<file path="config.mk">
export PLATFORM = sky130hd
export DESIGN_NAME = blpf_front
export DESIGN_NICKNAME = d
export VERILOG_FILES = /design/src/rtl/blpf_pkg.sv /design/src/rtl/blpf_front.sv
export SDC_FILE = /design/constraint.sdc
export NUM_CORES = 2
export LEC_CHECK = 0
export CORE_MARGIN = 1.5
export CORE_UTILIZATION = 45
export DETAILED_ROUTE_END_ITERATION = 10
export DONT_BUFFER_PORTS = 1
export HOLD_SLACK_MARGIN = 0.02
export RECOVER_POWER = 100
export SETUP_SLACK_MARGIN = 0.1
export SKIP_LAST_GASP = 1
export SYNTH_ARGS = -nofsm -noshare
export SYNTH_HDL_FRONTEND = slang
export SYNTH_SLANG_ARGS = --single-unit
</file>
<file path="constraint.sdc">
create_clock -name i_clk -period 17 [get_ports i_clk]
set_input_delay 3.4 -clock i_clk [delete_from_list [all_inputs] [get_ports i_clk]]
set_output_delay 3.4 -clock i_clk [all_outputs]
set_load 0.02 [all_outputs]
</file>
<file path="src/rtl/blpf_pkg.sv">
// ============================================================================
// Butterworth low-pass IIR package
// Shared widths, payload types, register indexes and arithmetic helpers.
// ============================================================================
package blpf_pkg;

    // Filter order: default value and the largest order supported.
    localparam int ORDER_DEFAULT = 4;
    localparam int ORDER_MAX     = 6;

    // Field and datapath widths.
    localparam int SAMPLE_W   = 16;
    localparam int GAIN_W     = 32;
    localparam int COEF_W     = 32;
    localparam int X_W        = 32;  // Q16.16 scaled input
    localparam int Y_W        = 48;  // Q32.16 filter output
    localparam int NUM_W      = 38;  // binomial tap times tap value
    localparam int DEN_W      = 55;  // one denominator product, Q.16
    localparam int ACC_W      = 58;  // running sum along the cell row
    localparam int CFG_IDX_W  = 3;
    localparam int CFG_DATA_W = 32;

    // Configuration register indexes.
    localparam logic [CFG_IDX_W-1:0] CFG_INPUT_GAIN   = 3'd0;
    localparam logic [CFG_IDX_W-1:0] CFG_NUM_SCALED   = 3'd1;
    localparam logic [CFG_IDX_W-1:0] CFG_DEN_COEF_1   = 3'd2;
    localparam logic [CFG_IDX_W-1:0] CFG_DEN_COEF_2   = 3'd3;
    localparam logic [CFG_IDX_W-1:0] CFG_DEN_COEF_3   = 3'd4;
    localparam logic [CFG_IDX_W-1:0] CFG_DEN_COEF_4   = 3'd5;
    localparam logic [CFG_IDX_W-1:0] CFG_DEN_COEF_5   = 3'd6;
    localparam logic [CFG_IDX_W-1:0] CFG_DEN_COEF_6   = 3'd7;

    // Reset values of the configuration registers.
    localparam logic [GAIN_W-1:0] GAIN_RESET = 32'hFFFF_FFFF;

    // Input item.
    typedef struct packed {
        logic signed [SAMPLE_W-1:0] sample_in;
        logic                       first_of_waveform;
    } t_in_item;

    // Result item.
    typedef struct packed {
        logic signed [SAMPLE_W-1:0] sample_out;
        logic                       clipped;
    } t_out_item;

    // Settings that every tap needs.
    typedef struct packed {
        logic [GAIN_W-1:0] gain;
        logic              scaled;
    } t_tap_cfg;

    // History control from the sequencer to the cell row.
    typedef struct packed {
        logic clear;
        logic shift;
    } t_hist_ctrl;

    // Round a Q16.16 by Q0.32 product back to Q16.16.
    function automatic logic signed [X_W-1:0] tap_round(input logic signed [63:0] p);
        logic signed [64:0] s;
        s = {p[63], p} + 65'sd2147483648;
        return s[63:32];
    endfunction

    // Binomial coefficient C(n, k) built from Pascal's triangle.
    function automatic int binom_coef(input int n, input int k);
        int row [0:ORDER_MAX];
        int i;
        int j;
        for (i = 0; i <= ORDER_MAX; i++) row[i] = 0;
        row[0] = 1;
        for (i = 1; i <= n; i++) begin
            for (j = i; j >= 1; j--) row[j] = row[j] + row[j-1];
        end
        return row[k];
    endfunction

endpackage

</file>
<file path="src/rtl/blpf_front.sv">
// ============================================================================
// Butterworth low-pass IIR input stage
// Scales the accepted sample by the input gain and forms the leading tap.
// ============================================================================
module blpf_front (
    input  logic                            i_clk,
    input  logic                            i_load,
    input  logic signed [blpf_pkg::SAMPLE_W-1:0] i_sample,
    input  blpf_pkg::t_tap_cfg              i_cfg,
    output logic signed [blpf_pkg::X_W-1:0] o_x,
    output logic signed [blpf_pkg::X_W-1:0] o_t0
);
    import blpf_pkg::*;

    logic signed [SAMPLE_W-1:0] r_sample;
    logic signed [48:0]         r_prod;
    logic signed [X_W-1:0]      r_x;
    logic signed [63:0]         r_xg;
    logic signed [X_W-1:0]      r_t0;

    logic signed [GAIN_W:0]     gain_s;
    logic signed [48:0]         prod_full;
    logic signed [48:0]         x_sum;
    logic signed [64:0]         xg_full;

    // Unsigned gain seen as a positive signed operand.
    assign gain_s    = {1'b0, i_cfg.gain};
    assign prod_full = r_sample * gain_s;
    assign x_sum     = r_prod + 49'sd32768;
    assign xg_full   = r_x * gain_s;

    // Sample register, then gain product, rounding, second gain product and tap.
    always_ff @(posedge i_clk) begin
        if (i_load) begin
            r_sample <= i_sample;
        end
        r_prod <= prod_full;
        r_x    <= x_sum[47:16];
        r_xg   <= xg_full[63:0];
        r_t0   <= i_cfg.scaled ? tap_round(r_xg) : r_x;
    end

    assign o_x  = r_x;
    assign o_t0 = r_t0;

endmodule

</file>
Word-level counts from Yosys, hierarchy flattened:

Index checks and enable logic that the tools add are counted.

* $add $sub $neg: 2
* multipliers: 2
* muxes and demuxes: 1

Operator list (count)
* adder 64 x 33 -> 64 bit (second input constant): 1
* multiplier 32 x 33 -> 64 bit: 1
* adder 48 x 17 -> 48 bit (second input constant): 1
* multiplier 16 x 33 -> 48 bit: 1
* two-way mux 32 bit: 1

* bits in registers: 192
* input port bits: 51
* output and inout bits: 64
* logic and storage cells: 10

Depth between registers and ports, before layout:

* depth after elaboration: 2
* depth in mapped cells: 30
* mapped depth without buffers: 29

Worst setup path after synthesis:

OpenSTA, ideal clock, no wires.

* path kind: input -> register
* start point: input port i_cfg[32] (netlist name)
* end point: register r_xg[59]
* setup time: 127 ps
* arrival time: 10379 ps
* required time: 16873 ps
* setup slack: 6495 ps
* stages on the path: 28
* buffers on the path: 2
* cell sequence: clkbuf_1 > clkbuf_1 > nand2_1 > fa_1 > inv_1 > fa_1 > inv_1 > fa_1 > fa_1 > inv_1 > fa_1 > fa_1 > fa_1 > inv_1 > fa_1 > inv_1 > ha_1 > a21o_1 > a21o_1 > a21oi_1 > o21ai_0 > a221o_1 > nor2b_1 > a21oi_2 > a21o_2 > a31oi_1 > o21ai_0 > xor2_1

* longest elaborated chain between the ends: 1

RTL lines
* from (decl): RTL line blpf_front.sv:9 `input blpf_pkg::t_tap_cfg i_cfg,`
* multiplier 32 x 33 -> 64 bit: RTL line blpf_front.sv:30 `assign xg_full = r_x * gain_s;`
* net xg_full[59]: RTL line blpf_front.sv:24 `logic signed [64:0] xg_full;`
* to (signal assigned): RTL line blpf_front.sv:39 `r_xg <= xg_full[63:0];`
* to (decl): RTL line blpf_front.sv:18 `logic signed [63:0] r_xg;`

The timed path passes the listed nets, and every way through them passes these cells.
A chain may end at the register's enable or synchronous reset.

Worst setup path in the final report:

* start point: input port i_cfg[24] (netlist name)
* end point: register r_xg[51]

The elaborated chain is that of the path after synthesis.

==> results_tabular.tex <==
\begin{tabular}{lr}
\hline
Metric & Value \\
\hline
\multicolumn{2}{l}{\textbf{Die}} \\
\quad Die Outline Area & roughly 120000 um\^{}2 \\
\quad Floorplan die width & 346.7 um \\
\quad Site Rows & approximately 130 \\
\quad Number of ports placed on the die boundary & around 120 \\
\quad Area of the core region & about 120000 um\^{}2 \\
\quad Die height & 346.7 um \\
\quad Initial Utilization & 0.4556 \\
\multicolumn{2}{l}{\textbf{Route}} \\
\quad DRC Markers & 0 \\
\quad DRT iter0 DRCs & about 1900 \\
\quad Total wire length & $\sim$140000 um \\
\quad Post-detailed-route via-to-cell ratio & about 5.2 \\
\quad Via Count & approximately 37000 \\
\quad Detail-routed net length per standard cell & about 20 um \\
\quad Count of antenna-violating nets left after detailed routing & 0 \\
\quad Number of detailed-route iterations in the first pass & 7 \\
\multicolumn{2}{l}{\textbf{STA}} \\
\quad Maximum achievable frequency & $\sim$0.088 GHz \\
\quad Final setup skew & $\sim$13 ps \\
\quad Worst rel slew slack & -0.8591 \\
\quad Worst-Margin Slew & between 2000 and 3000 ps \\
\quad Endpoints failing setup & 0 \\
\quad Crit path time final & roughly 11000 ps \\
\quad Setup Total Neg Slack & 0 ps \\
\quad Final-report hold violation count & 0 \\
\quad Fin crit share & 0.6660 \\
\quad Setup repair after global routing missed its margin & no \\
\quad Final Max Tran Viols & approximately 1100 \\
\multicolumn{2}{l}{\textbf{Setup path}} \\
\quad Cell repeated most along the worst path & sky130\_fd\_sc\_hd\_\_fa\_1 \\
\quad Worst r2r src & o\_x[10] \\
\quad Category of the most critical setup path & primary input to flop \\
\quad Cell with the biggest individual delay on the critical path & sky130\_fd\_sc\_hd\_\_a2111oi\_0 \\
\quad Critical Path Source & i\_cfg[24] \\
\quad Critical-path cell list & and2\_0 -> fa\_1 -> fa\_1 -> inv\_1 -> fa\_1 -> fa\_1 -> inv\_1 -> fa\_1 -> fa\_1 -> fa\_1 -> fa\_1 -> ha\_1 -> nand2\_1 -> nor2\_1 -> and3\_1 -> nand3\_1 -> a2111oi\_0 -> nor3\_1 -> o41ai\_1 -> nor2\_1 -> o21ai\_0 -> xor2\_1 \\
\quad Maximum fanout count along the critical path & 48 \\
\quad Critical path startpoint category & primary input \\
\quad Sort of element at the end of the critical path & flop \\
\quad Biggest cell delay along the critical path & approximately 1100 ps \\
\quad Arrival time of data at the critical path endpoint & 11740 ps \\
\quad Required time of the critical path & 17420 ps \\
\multicolumn{2}{l}{\textbf{Yosys}} \\
\quad Asr flop ratio synth & 0 \\
\quad Area contributors post-synth & sky130\_fd\_sc\_hd\_\_fa\_1 (49\%), sky130\_fd\_sc\_hd\_\_ha\_1 (10\%), sky130\_fd\_sc\_hd\_\_inv\_1 (9.5\%) \\
\quad Yosys top cell area share & 0.4945 \\
\quad Distinct cell type count after synthesis & 60 \\
\quad Cell Area, Synth & 53160 um\^{}2 \\
\quad Flip-flop and latch count after synthesis & around 150 \\
\quad Sequential fraction of the synthesis area & 0.05800 \\
\quad Most common library cells after synthesis & sky130\_fd\_sc\_hd\_\_inv\_1 (1339), sky130\_fd\_sc\_hd\_\_fa\_1 (1313), sky130\_fd\_sc\_hd\_\_and2\_1 (796) \\
\quad Most frequent cell after synthesis & sky130\_fd\_sc\_hd\_\_inv\_1 \\
\quad Yosys synthesis warning count & 0 \\
\quad Top cell type by total area after synthesis & sky130\_fd\_sc\_hd\_\_fa\_1 \\
\quad Number of synthesized flops with an enable pin & 16 \\
\quad Synthesized Nets & between 7000 and 8000 \\
\quad Post-synthesis cell count & a little under 6000 \\
\quad Post-Syn Area per Cell & slightly above 9 um\^{}2 \\
\quad Post-synth top flop & sky130\_fd\_sc\_hd\_\_dfxtp\_1 \\
\multicolumn{2}{l}{\textbf{Final layout}} \\
\quad Final layout net count & between 7000 and 8000 \\
\quad FF+latch area & $\sim$3100 um\^{}2 \\
\quad Filler cells & 11410 \\
\quad Fraction of final layout cells with drive strength greater than 1 & 0.01176 \\
\quad Multi-input logic area & between 40000 and 50000 um\^{}2 \\
\quad Area Growth Syn to Fin & 2.836\% \\
\multicolumn{2}{l}{\textbf{CTS}} \\
\quad Source-to-sink clock delay at the later pin of the worst-skew pair & around 500 ps \\
\quad Clock tree from TritonCTS & yes \\
\quad CTS max path bufs & 2 \\
\quad Cts repair resizes & 0 \\
\quad Post-CTS setup buffer count & 0 \\
\quad H-Tree Depth & 4 \\
\quad Clock slew seen by the registers of the worst setup and hold paths & 60 ps \\
\quad Clock tree sinks & roughly 150 \\
\quad Clock tree root driver cell & sky130\_fd\_sc\_hd\_\_clkbuf\_16 \\
\quad Number of hold buffers added after CTS & 0 \\
\quad Total CTS buffers & 17 \\
\multicolumn{2}{l}{\textbf{Outcome}} \\
\quad Violations in the final reports & capacitance limit, slew limit \\
\quad Outcome & finished, violations left \\
\multicolumn{2}{l}{\textbf{Global route}} \\
\quad Vias in the first global route & approximately 40000 \\
\quad First-pass GRT wire length & around 230000 um \\
\quad Initial antenna violation count & 2 \\
\quad Largest net degree at the start of global routing & between 60 and 70 \\
\quad GRT Resource Usage Total & 0.2502 \\
\quad Overall overflow remaining after global route & 0 \\
\multicolumn{2}{l}{\textbf{Flow run}} \\
\quad Number of max-capacitance violations reported & 32 \\
\multicolumn{2}{l}{\textbf{Place}} \\
\quad HPWL after detailed placement & 106200 um \\
\quad Last weighted congestion value of the routability-driven placer & just over 0.9 \\
\quad Quantity of I/O buffers inserted on ports & 0 \\
\multicolumn{2}{l}{\textbf{Min path}} \\
\quad Tightest Hold Check Type & flop to flop \\
\quad Hold path startpoint & r\_prod[47] \\
\hline
\end{tabular}
[per-layer routing]
layer	part of all wire	track usage
met2	0.52	0.4508
met5	0	0
met4	0.037	0.08521
met1	0.40	0.3100
met3	0.052	0.02850
[cells in the final DEF (no fill, tap or decap), types with 6 or more instances in the layout]
master,count
sky130_fd_sc_hd__nand2_1,740
sky130_fd_sc_hd__ha_1,435
sky130_fd_sc_hd__xor2_1,49
sky130_fd_sc_hd__nand3_1,40
sky130_fd_sc_hd__nor2_1,106
sky130_fd_sc_hd__a21o_1,58
sky130_fd_sc_hd__and2_0,6
sky130_fd_sc_hd__clkbuf_1,33
sky130_fd_sc_hd__a21oi_1,111
sky130_fd_sc_hd__clkbuf_16,18
sky130_fd_sc_hd__and3_1,13
sky130_fd_sc_hd__fa_1,1313
sky130_fd_sc_hd__and4_1,7
sky130_fd_sc_hd__nand2b_1,47
sky130_fd_sc_hd__nand4_1,34
sky130_fd_sc_hd__and2_1,791
sky130_fd_sc_hd__o21bai_1,12
sky130_fd_sc_hd__inv_1,1339
sky130_fd_sc_hd__edfxtp_1,16
sky130_fd_sc_hd__buf_4,17
sky130_fd_sc_hd__dfxtp_2,13
sky130_fd_sc_hd__xnor2_1,90
sky130_fd_sc_hd__o21ai_0,30
sky130_fd_sc_hd__nor2b_1,6
sky130_fd_sc_hd__dfxtp_1,117
sky130_fd_sc_hd__o21a_1,6
sky130_fd_sc_hd__nor3_1,7
[registers in the layout (all words and copies together) (netlist names)]
signal,cells
r_prod,33
o_x,32
r_sample,16
o_t0,32
r_xg,33
[critical path: cells and delay by family]
kind,cells,cell delay (ps)
fa+ha+maj,9,4490
compound gates,3,2200
simple gates,7,1300
xor+xnor,1,180
buf+inv,2,130
[area by class of cell]
class	instances	share of cell area
Antenna cell	2	0.00009155
Clock buffer	21	0.008629
Clock inverter	11	0.002152
Inverter	1339	0.09194
Multi-Input combinational cell	3962	0.8011
Sequential cell	146	0.05669
Tap cell	1524	0.03488
Timing Repair Buffer	48	0.004463
[through the flow]
step           utilization  setup slack [ps]  area (um^2)  hold slack [ps]  cells
2_1_floorplan            -              6495        53160            412.8   5768
3_3_place_gp        0.4648              6008        54230            428.3   7019
3_5_place_dp        0.4648              5935        54230            421.5   7019
4_1_cts             0.4699              6475        54820            430.9   7051
5_1_grt             0.4685              5382        54660            450.4   7051
6_report            0.4685              5678        54660            431.2   7053
[logic make-up (layout without fill, tap and decap cells)]
family          count (synthesis)  after routing  synth area share
fa+ha+maj                    1748           1748            0.5969
simple gates                 1814           1814            0.1735
xor+xnor                      139            139           0.02290
other cells                     0              2                 0
flops                         146            146           0.05800
compound gates                260            260           0.03126
mux                             1              1         0.0002118
buf+inv                      1660           1419            0.1173
[final timing paths]
check        endpoint  slack, ps  depth (start not counted)
max reg2reg  r_xg[51]       6290                         23
min           o_x[31]        430                          1
min reg2reg   o_x[31]        430                          1
max          r_xg[51]       5680                         22
Power is left out: the tool's default activity adds up to more than one toggle a clock period on the data nets, which glitch-free logic cannot reach.
